$ cat config.mk
export PLATFORM = sky130hd
export DESIGN_NAME = sync_length_xor_frame_receiver_top
export DESIGN_NICKNAME = d
export VERILOG_FILES = /design/src/sljf_pkg.sv /design/src/sync_length_xor_frame_receiver_top.sv /design/src/sljf_parser.sv
export VERILOG_INCLUDE_DIRS = /design/src /design/src/src
export SDC_FILE = /design/constraint.sdc
export NUM_CORES = 1
export LEC_CHECK = 0
export BUFFER_PORTS_ARGS = -buffer_cell sky130_fd_sc_hd__buf_4
export CORE_MARGIN = 3
export CORE_UTILIZATION = 35
export CTS_CLUSTER_DIAMETER = 80
export CTS_CLUSTER_SIZE = 25
export DETAILED_ROUTE_END_ITERATION = 8
export PLACE_DENSITY_LB_ADDON = 0.05
export REMOVE_ABC_BUFFERS = 1
export SLEW_MARGIN = 30
export SYNTH_ARGS = -nofsm -noshare
export SYNTH_HDL_FRONTEND = slang
export SYNTH_HIERARCHICAL = 1
export SYNTH_SLANG_ARGS = --single-unit
$ cat constraint.sdc
create_clock -name clock -period 3.35 [get_ports clock]
set_input_delay 0.5025 -clock clock [delete_from_list [all_inputs] [get_ports clock]]
set_output_delay 0.5025 -clock clock [all_outputs]
set_load 0.02 [all_outputs]
$ cat src/sync_length_xor_frame_receiver_top_macros.svh
// assertion macros for the sync / length / xor frame receiver
// no dependencies; included by the modules that carry assertions
`ifndef SYNC_LENGTH_XOR_FRAME_RECEIVER_TOP_MACROS_SVH
`define SYNC_LENGTH_XOR_FRAME_RECEIVER_TOP_MACROS_SVH

// same-cycle implication, disabled while reset is high
`define SLJF_ASSERT_NOW(label, clk, rst, ante, cons) \
   label: assert property (@(posedge clk) disable iff (rst) (ante) |-> (cons)) \
      else $error("sljf assertion failed");

// next-cycle implication, disabled while reset is high
`define SLJF_ASSERT_NEXT(label, clk, rst, ante, cons) \
   label: assert property (@(posedge clk) disable iff (rst) (ante) |=> (cons)) \
      else $error("sljf assertion failed");

`endif

$ cat src/sljf_pkg.sv
// types and constants for the sync / length / xor frame receiver
// no dependencies; used by sljf_parser and the top level
`default_nettype none

package sljf_pkg;

   localparam logic [7:0] SYNC_FIRST  = 8'hAA;
   localparam logic [7:0] SYNC_SECOND = 8'h55;

   // payload bytes below this index are passed out, later ones only counted
   localparam int BUF_DEPTH = 256;

   typedef enum logic [2:0] {
      PHASE_HUNT     = 3'd0,
      PHASE_SYNC2    = 3'd1,
      PHASE_TYPE     = 3'd2,
      PHASE_LEN_LO   = 3'd3,
      PHASE_LEN_HI   = 3'd4,
      PHASE_PAYLOAD  = 3'd5,
      PHASE_CHECKSUM = 3'd6
   } phase_type;

   typedef enum logic [1:0] {
      KIND_PAYLOAD = 2'd0,
      KIND_ACCEPT  = 2'd1,
      KIND_REJECT  = 2'd2
   } kind_type;

   typedef struct packed {
      kind_type    kind;
      logic [7:0]  frame_type;
      logic [7:0]  data_byte;
      logic [7:0]  byte_index;
      logic [15:0] frame_length;
   } beat_type;

   typedef struct packed {
      logic     valid;
      beat_type beat;
   } result_type;

endpackage

`default_nettype wire

$ cat src/sync_length_xor_frame_receiver_top.sv
// Receives one byte per req beat and deframes the stream: it hunts for the sync pair
// 0xAA 0x55, takes a type byte and a little-endian 16-bit length, then passes each
// payload byte out with its index (only the first 256; later ones are counted) and
// finally reports the frame as accepted or rejected by its xor checksum byte together
// with the type and the counted length. A byte is taken every cycle in which req_ready is
// high; its result, if any, appears on rsp in the cycle after acceptance, from the single
// output register. req_ready is high whenever that register is empty or being read in the
// same cycle, so a stalled rsp side stalls req after one held beat.
// depends on sljf_pkg, sljf_parser and the assertion macro header
`default_nettype none

`include "sync_length_xor_frame_receiver_top_macros.svh"

module sync_length_xor_frame_receiver_top (
   input  wire logic        clock,
   input  wire logic        reset,
   input  wire logic        req_valid,
   output      logic        req_ready,
   input  wire logic [7:0]  req_rx_byte,
   output      logic        rsp_valid,
   input  wire logic        rsp_ready,
   output      logic [1:0]  rsp_kind,
   output      logic [7:0]  rsp_frame_type,
   output      logic [7:0]  rsp_data_byte,
   output      logic [7:0]  rsp_byte_index,
   output      logic [15:0] rsp_frame_length
);

   logic                 req_accept;
   sljf_pkg::result_type result;

   logic               rsp_valid_ff, rsp_valid_in;
   sljf_pkg::beat_type rsp_beat_ff, rsp_beat_in;

   assign req_ready  = !rsp_valid_ff || rsp_ready;
   assign req_accept = req_valid && req_ready;

   sljf_parser u_parser (
      .clock   (clock),
      .reset   (reset),
      .step    (req_accept),
      .rx_byte (req_rx_byte),
      .result  (result)
   );

   always_comb begin
      rsp_valid_in = rsp_valid_ff;
      rsp_beat_in  = rsp_beat_ff;
      if (rsp_ready)
         rsp_valid_in = 1'b0;
      if (req_accept) begin
         rsp_valid_in = result.valid;
         rsp_beat_in  = result.beat;
      end
   end

   always_ff @(posedge clock) begin
      if (reset) begin
         rsp_valid_ff <= 1'b0;
      end else begin
         rsp_valid_ff <= rsp_valid_in;
      end
   end

   // payload register needs no reset
   always_ff @(posedge clock) begin
      rsp_beat_ff <= rsp_beat_in;
   end

   assign rsp_valid        = rsp_valid_ff;
   assign rsp_kind         = rsp_beat_ff.kind;
   assign rsp_frame_type   = rsp_beat_ff.frame_type;
   assign rsp_data_byte    = rsp_beat_ff.data_byte;
   assign rsp_byte_index   = rsp_beat_ff.byte_index;
   assign rsp_frame_length = rsp_beat_ff.frame_length;

   `SLJF_ASSERT_NOW(a_ready_when_empty, clock, reset, !rsp_valid, req_ready)
   `SLJF_ASSERT_NOW(a_stall_blocks_req, clock, reset, rsp_valid && !rsp_ready, !req_ready)
   `SLJF_ASSERT_NOW(a_payload_no_length, clock, reset,
      rsp_valid && rsp_kind == sljf_pkg::KIND_PAYLOAD, rsp_frame_length == 16'd0)
   `SLJF_ASSERT_NOW(a_status_no_data, clock, reset,
      rsp_valid && rsp_kind != sljf_pkg::KIND_PAYLOAD,
      rsp_data_byte == 8'd0 && rsp_byte_index == 8'd0)
   `SLJF_ASSERT_NEXT(a_idle_no_rsp, clock, reset,
      !req_accept && (rsp_ready || !rsp_valid), !rsp_valid)

endmodule

`default_nettype wire

$ cat src/sljf_parser.sv
// frame parser: sync hunt, header latch, payload count and xor checksum
// depends on sljf_pkg; one byte is consumed per cycle in which step is high
`default_nettype none

module sljf_parser (
   input  wire logic                clock,
   input  wire logic                reset,
   input  wire logic                step,
   input  wire logic [7:0]          rx_byte,
   output sljf_pkg::result_type     result
);

   sljf_pkg::phase_type phase_ff, phase_in;
   logic [7:0]  held_type_ff, held_type_in;
   logic [15:0] exp_len_ff, exp_len_in;
   logic [15:0] count_ff, count_in;
   logic [7:0]  check_ff, check_in;

   logic [15:0] count_inc;
   logic [15:0] full_len;
   logic        in_buffer;

   assign count_inc = count_ff + 16'd1;
   assign full_len  = {rx_byte, exp_len_ff[7:0]};
   assign in_buffer = {1'b0, count_ff} < 17'(sljf_pkg::BUF_DEPTH);

   // next state
   always_comb begin
      phase_in     = phase_ff;
      held_type_in = held_type_ff;
      exp_len_in   = exp_len_ff;
      count_in     = count_ff;
      check_in     = check_ff;
      if (step) begin
         case (phase_ff)
            sljf_pkg::PHASE_HUNT: begin
               if (rx_byte == sljf_pkg::SYNC_FIRST)
                  phase_in = sljf_pkg::PHASE_SYNC2;
            end
            sljf_pkg::PHASE_SYNC2: begin
               phase_in = (rx_byte == sljf_pkg::SYNC_SECOND) ? sljf_pkg::PHASE_TYPE
                                                              : sljf_pkg::PHASE_HUNT;
            end
            sljf_pkg::PHASE_TYPE: begin
               held_type_in = rx_byte;
               check_in     = rx_byte;
               phase_in     = sljf_pkg::PHASE_LEN_LO;
            end
            sljf_pkg::PHASE_LEN_LO: begin
               exp_len_in = {8'd0, rx_byte};
               check_in   = check_ff ^ rx_byte;
               phase_in   = sljf_pkg::PHASE_LEN_HI;
            end
            sljf_pkg::PHASE_LEN_HI: begin
               exp_len_in = full_len;
               check_in   = check_ff ^ rx_byte;
               count_in   = 16'd0;
               // zero length skips straight to the checksum byte
               phase_in   = (full_len == 16'd0) ? sljf_pkg::PHASE_CHECKSUM
                                                : sljf_pkg::PHASE_PAYLOAD;
            end
            sljf_pkg::PHASE_PAYLOAD: begin
               check_in = check_ff ^ rx_byte;
               count_in = count_inc;
               if (count_inc >= exp_len_ff)
                  phase_in = sljf_pkg::PHASE_CHECKSUM;
            end
            sljf_pkg::PHASE_CHECKSUM: begin
               phase_in = sljf_pkg::PHASE_HUNT;
            end
            default: begin
               phase_in = sljf_pkg::PHASE_HUNT;
            end
         endcase
      end
   end

   // result beat for the byte being consumed
   always_comb begin
      result.valid             = 1'b0;
      result.beat.kind         = sljf_pkg::KIND_PAYLOAD;
      result.beat.frame_type   = held_type_ff;
      result.beat.data_byte    = 8'd0;
      result.beat.byte_index   = 8'd0;
      result.beat.frame_length = 16'd0;
      case (phase_ff)
         sljf_pkg::PHASE_PAYLOAD: begin
            result.valid           = in_buffer;
            result.beat.data_byte  = rx_byte;
            result.beat.byte_index = count_ff[7:0];
         end
         sljf_pkg::PHASE_CHECKSUM: begin
            result.valid             = 1'b1;
            result.beat.kind         = (rx_byte == check_ff) ? sljf_pkg::KIND_ACCEPT
                                                             : sljf_pkg::KIND_REJECT;
            result.beat.frame_length = count_ff;
         end
         default: begin
            result.valid = 1'b0;
         end
      endcase
   end

   always_ff @(posedge clock) begin
      if (reset) begin
         phase_ff     <= sljf_pkg::PHASE_HUNT;
         held_type_ff <= 8'd0;
         exp_len_ff   <= 16'd0;
         count_ff     <= 16'd0;
         check_ff     <= 8'd0;
      end else begin
         phase_ff     <= phase_in;
         held_type_ff <= held_type_in;
         exp_len_ff   <= exp_len_in;
         count_ff     <= count_in;
         check_ff     <= check_in;
      end
   end

endmodule

`default_nettype wire

### After elaboration in Yosys (flattened, before gate mapping)

Cells that the tools add are included.

| operators by class | value |
|---|---|
| add/sub/neg operators | 1 |
| multipliers | 0 |
| div/mod/pow operators | 0 |
| magnitude comparators | 2 |
| eq/ne operators | 11 |
| shifts and indexed selects | 0 |
| muxes and demuxes | 12 |
| bitwise gates (word level) | 2 |
| reduce and logical (&&, ||, !) cells | 16 |

Operators by type and width:

| cell | number |
|---|---|
| 16-bit one-hot mux with 2 select lines | 2 |
| 3-bit one-hot mux with 6 select lines | 1 |
| 16-bit by 1-bit adder with 16-bit output, second input constant | 1 |
| 16-bit greater-or-equal comparator | 1 |
| 16-bit logical NOT | 1 |
| 16-bit by 9-bit < comparator with 1-bit output, second input constant | 1 |
| 8-bit one-hot mux with 2 select lines | 1 |
| 3-bit == test, second input constant | 3 |
| 8-bit by 7-bit == test with 1-bit output, second input constant | 1 |
| 8-bit == test | 1 |
| 8-bit == test, second input constant | 1 |
| 2-bit AND reduction | 4 |
| 2-bit nonzero test | 4 |
| 8-bit XOR | 1 |
| 3-bit by 2-bit == test with 1-bit output, second input constant | 2 |
| 2-bit two-way mux | 3 |
| 3-bit two-way mux | 2 |
| 3-bit AND reduction | 2 |
| 2-bit by 1-bit inequality test with 1-bit output, second input constant | 2 |
| 3-bit by 1-bit == test with 1-bit output, second input constant | 1 |
| 3-bit logical NOT | 1 |
| 3-bit OR reduction | 1 |
| 1-bit two-way mux | 2 |
| 1-bit one-hot mux with 2 select lines | 1 |
| other kinds (4) | 4 |

| storage, ports and cells | value |
|---|---|
| flip-flop bits (word level) | 94 |
| latch bits | 0 |
| memory bits (writable) | 0 |
| memory bits (read-only) | 0 |
| bits of input ports | 12 |
| output and inout bits | 44 |
| logic and storage cells | 56 |
| memories | 0 |

### Depth between registers and ports, before layout

| logic depth | value |
|---|---|
| word-level depth | 4 |
| gate-level depth with buffers | 11 |
| gate-level depth less buffers | 11 |

### Modules after synthesis

The synthesis kept the hierarchy.

By module, submodules not included:

| module | times used | cells each | area an instance (µm²) | sequential area each (µm²) |
|---|---|---|---|---|
| sljf_parser | 1 | 414 | 3259.4 | 1021.0 |
| sync_length_xor_frame_receiver_top | 1 | 47 | 1312.5 | 1281.2 |

### Worst setup path after synthesis

No wires, ideal clock.

| timing | value |
|---|---|
| path type | reg2reg |
| from | register u_parser.count_ff[6] |
| to | register u_parser.phase_ff[0] |
| arrival | 2.563 ns |
| slack | 0.715 ns |
| cell stages (with the launch flop) | 12 |
| path buffers | 1 |
| clock period less this slack | 2.635 ns |
| cell sequence | dfxtp_1 buf_2 nand3_2 nor4_4 a31oi_1 or2_1 ha_1 nand4_1 nor3_1 o2111ai_1 a31oi_4 mux2i_1 |

| on the way | value |
|---|---|
| word-level cells in the longest chain between the ends | 4 |

RTL lines:

| what | RTL line | text |
|---|---|---|
| start, declared | sljf_parser.sv:16 | `logic [15:0] count_ff, count_in;` |
| start signal, assigned | sljf_parser.sv:115 | `count_ff <= count_in;` |
| 16-bit by 1-bit adder with 16-bit output | sljf_parser.sv:23 | `assign count_inc = count_ff + 16'd1;` |
| 16-bit greater-or-equal comparator | sljf_parser.sv:65 | `if (count_inc >= exp_len_ff)` |
| 2-bit by 1-bit inequality test with 1-bit output (no source line) | n/a |  |
| 3-bit AND reduction (no source line) | n/a |  |
| end signal, assigned | sljf_parser.sv:106 | `phase_ff <= sljf_pkg::PHASE_HUNT;` |
| end signal, assigned | sljf_parser.sv:112 | `phase_ff <= phase_in;` |
| end, declared | sljf_parser.sv:13 | `sljf_pkg::phase_type phase_ff, phase_in;` |

No other way between the ends.
A chain may end at the register's enable or synchronous reset.

### Worst setup path after layout

| timing | value |
|---|---|
| from | register u_parser.count_ff[2] |
| to | register u_parser.phase_ff[0] |

The elaborated chain is that of the path after synthesis.

==> summary.md <==
| Metric | Value |
|---|---|
| Latest clock arrival within the worst-skew pair | 0.35 ns |
| RD Place Congestion | 0.793 |
| DP Wirelength | 7.13 mm |
| DR vias | 3,389 |
| Worst endpoint required time | 3.63 ns |
| Critical path endpoint category | register |
| Sink Count | 94 |
| Non-filler instance count after layout | 677 |
| DR top layer | met4 |
| PwrDens | 460 mW/mm^2 |
| Die H | 120 um |
| Sequential area share after synthesis | 50.4% |
| Max incr delay on CP | 0.50 ns |
| TritonRoute pass-1 iters | 5 |
| Period utilization | 92.5% |
| Row count | 41 |
| Reg clk slew, reported paths | 0.07 ns |
| Final net count | 529 |
| Layout cells sized above 1 | 19.0% |
| Post-synth EDFFs | 42 |
| Antenna Cells | 0 |
| CP max-delay cell | dfxtp_1 |
| Wire length per cell | 15.9 um |
| Mapped Area | 0.00457 mm^2 |
| Die Wd | 120 um |
| Clock Skews | 0.00685 ns |
| Status | complete, no violations |
| Max Fanout on Critical Path | 9 |
| Global route overflow | 0 |
| Crit path DAT | 3.38 ns |
| Initial core utilization | 36.1% |
| Mapped Cells | 461 |
| Final setup margin | 0.251 ns |
| Metal3 WL | 442 um |
| PortBufs | 55 |
| Crit path buffers/inverters | 0 |
| Setup WS pre-CTS | 0.260 ns |
| Crit path cell chain | nand3_2 -> nor4_4 -> a31oi_1 -> or2_1 -> ha_1 -> nand4_1 -> nor3_1 -> o2111ai_1 -> a31oi_4 -> mux2i_1 |
| Residual DRC | 0 |
| Slew margin rel. | 35.9% |
| Seq cells post-synth | 94 |
| Initial antenna violation count | 0 |
| TNS Setup | 0 ns |
| Area Overhead vs Synth | 18.2% |
| Worst setup SP type | register |
| VDD IR-drop max | 0.212 mV |
| Worst min path class | reg -> reg |
| Die ar. | 0.0145 mm^2 |
| Yosys warns | 6 |
| CTS tree | yes |
| Root Driver | clkbuf_16 |
| Finished Core Util | 42.6% |
| Gr usage total | 15.6% |
| Largest net degree at the start of global routing | 55 |
| Worst-Margin Slew | 0.955 ns |
| Syn Area/Cell | 9.92 um^2 |
| Setup Viol. Count Final | 0 |
| Core Box Area | 0.0127 mm^2 |
| H-tree Lvls | 3 |
| Max-cap violations | 0 |
| Fill cells | 1,222 |
| Synth cell types | 60 |
| Max clock buf depth | 2 |
| Ys async rst share | 0% |
| Final Critical Period | 3.10 ns |
| Worst path top cell family by delay | simple AND/OR/NAND/NOR gates |
| Leak | 2.09 nW |
| Cts hold-fix bufs | 0 |
| Synth Flop Type | dfxtp_1 |
| WL met1 | 5.00 mm |
| DR vias/cell | 5.01 |
| Pins Over Slew Limit | 0 |
| IO Count | 56 |
| Peak Freq | 323 MHz |
| Met2 WL | 5.09 mm |
| Dpl cells | 660 |
| Num CTS Buffers | 9 |
| DRT iter0 DRCs | 213 |
| Antenna Nets Post-Route | 0 |
| Fin. Hold Viols | 0 |
| Unrepaired setup endpoints after global routing | no |
| First-pass GRT wire length | 17.3 mm |
| Setup CP Type | reg -> reg |
| Vias in the first global route | 3,289 |
| Final wirelength | 10.7 mm |
where the power goes:
part	internal, mW	switching, mW
Clock	0.723	0.446
Combinational	0.0345	0.0678
Sequential	1.21	0.00409
path summary, 6_finish.rpt:
| path | depth (start not counted) | slack, ns | start | endpoint |
|---|---|---|---|---|
| max | 10 | 0.25 | u_parser/count_ff[2] | u_parser/phase_ff[0] |
| min | 0 | 0.43 | u_parser/held_type_ff[4] | rsp_frame_type[4] |
| max reg2reg | 10 | 0.25 | u_parser/count_ff[2] | u_parser/phase_ff[0] |
| min reg2reg | 0 | 0.43 | u_parser/held_type_ff[4] | rsp_frame_type[4] |
cell type report:
class,count,area [um^2],share of cell area (%)
Inverter,21,78.8,1.46
Clock inverter,4,76.3,1.41
Multi-Input combinational cell,314,2010,37.3
Tap cell,172,215,3.98
Timing Repair Buffer,60,450,8.34
Clock buffer,12,268,4.95
Sequential cell,94,2300,42.6
state kept, by name, summed over array words and instances, names as in the netlist:
register	flops
rsp_valid	1
u_parser/check_ff	8
u_parser/count_ff	16
u_parser/held_type_ff	8
u_parser/phase_ff	3
rsp_frame_length	16
rsp_byte_index	8
u_parser/exp_len_ff	16
rsp_frame_type	8
rsp_kind	2
rsp_data_byte	8
cells in the mapped netlist, types with 6 or more instances:
| cell type | number | area share, % |
|---|---|---|
| buf_2 | 12 | 1.3 |
| and2_1 | 26 | 3.6 |
| inv_1 | 21 | 1.7 |
| clkbuf_1 | 13 | 1.1 |
| a21oi_1 | 37 | 4.1 |
| nor2_1 | 37 | 3.0 |
| nor3_1 | 8 | 0.88 |
| nor4_1 | 7 | 0.96 |
| nand3_1 | 14 | 1.5 |
| nand2_1 | 57 | 4.7 |
| dfxtp_1 | 52 | 23 |
| a22oi_1 | 12 | 2.0 |
| ha_1 | 17 | 4.7 |
| xor2_1 | 14 | 2.7 |
| nand2b_1 | 6 | 0.82 |
| xnor2_1 | 14 | 2.7 |
| o21ai_0 | 8 | 0.88 |
| edfxtp_1 | 42 | 28 |
layout by cell type (no fill, tap or decap), types with 2 or more instances in the layout:
| cell | count |
|---|---|
| a21oi_1 | 37 |
| a22oi_1 | 12 |
| a22oi_2 | 2 |
| a31oi_1 | 4 |
| and2_1 | 26 |
| and3_1 | 3 |
| and4_1 | 2 |
| buf_4 | 60 |
| bufinv_16 | 2 |
| clkbuf_16 | 10 |
| dfxtp_1 | 52 |
| edfxtp_1 | 42 |
| ha_1 | 17 |
| inv_1 | 21 |
| mux2i_1 | 2 |
| nand2_1 | 57 |
| nand2b_1 | 6 |
| nand3_1 | 14 |
| nand3_2 | 2 |
| nand4_1 | 2 |
| nor2_1 | 37 |
| nor3_1 | 8 |
| nor4_1 | 7 |
| nor4_2 | 2 |
| o21ai_0 | 8 |
| o21ai_1 | 3 |
| or2_1 | 2 |
| or3_1 | 5 |
| xnor2_1 | 14 |
| xor2_1 | 14 |
repair_timing:
action,4_1_cts,5_1_grt
buffers inserted,0,1
setup endpoints to repair,0,2
gates resized for setup,0,0
through the flow:
step           power [mW]  instance area (um^2)  hold slack, ns
2_1_floorplan        1.28                  4390           0.408
5_1_grt              2.57                  5400           0.440
4_1_cts              2.52                  5400           0.412
6_report             2.48                  5400           0.428
3_3_place_gp         1.34                  5050           0.413
3_5_place_dp         1.34                  5050           0.418
cell families (layout without fill, tap and decap cells):
logic type	after synthesis	in the layout	share of synthesized area [%]
flip-flops	94	94	50.4
XOR/XNOR	28	28	5.36
buffers and inverters	53	97	5.61
multiplexers	2	2	0.438
AO/OA/AOI/OAI	77	77	10.6
adder cells (fa/ha/maj)	17	17	4.65
AND/OR/NAND/NOR	190	190	22.9
worst reg2reg max path, stage by stage (launching register included):
cell       delay (ns)
dfxtp_1          0.50
nand3_2          0.19
nor4_4           0.45
a31oi_1          0.17
or2_1            0.25
ha_1             0.31
nand4_1          0.12
nor3_1           0.35
o2111ai_1        0.25
a31oi_4          0.25
mux2i_1          0.19
metal layers:
layer  vias up  track usage [%]
met3        12             2.76
met5         -                0
met2        76             24.7
li1       1673                -
met4         0             7.86
met1      1628             20.6
(Power assumes the default switching activity.)
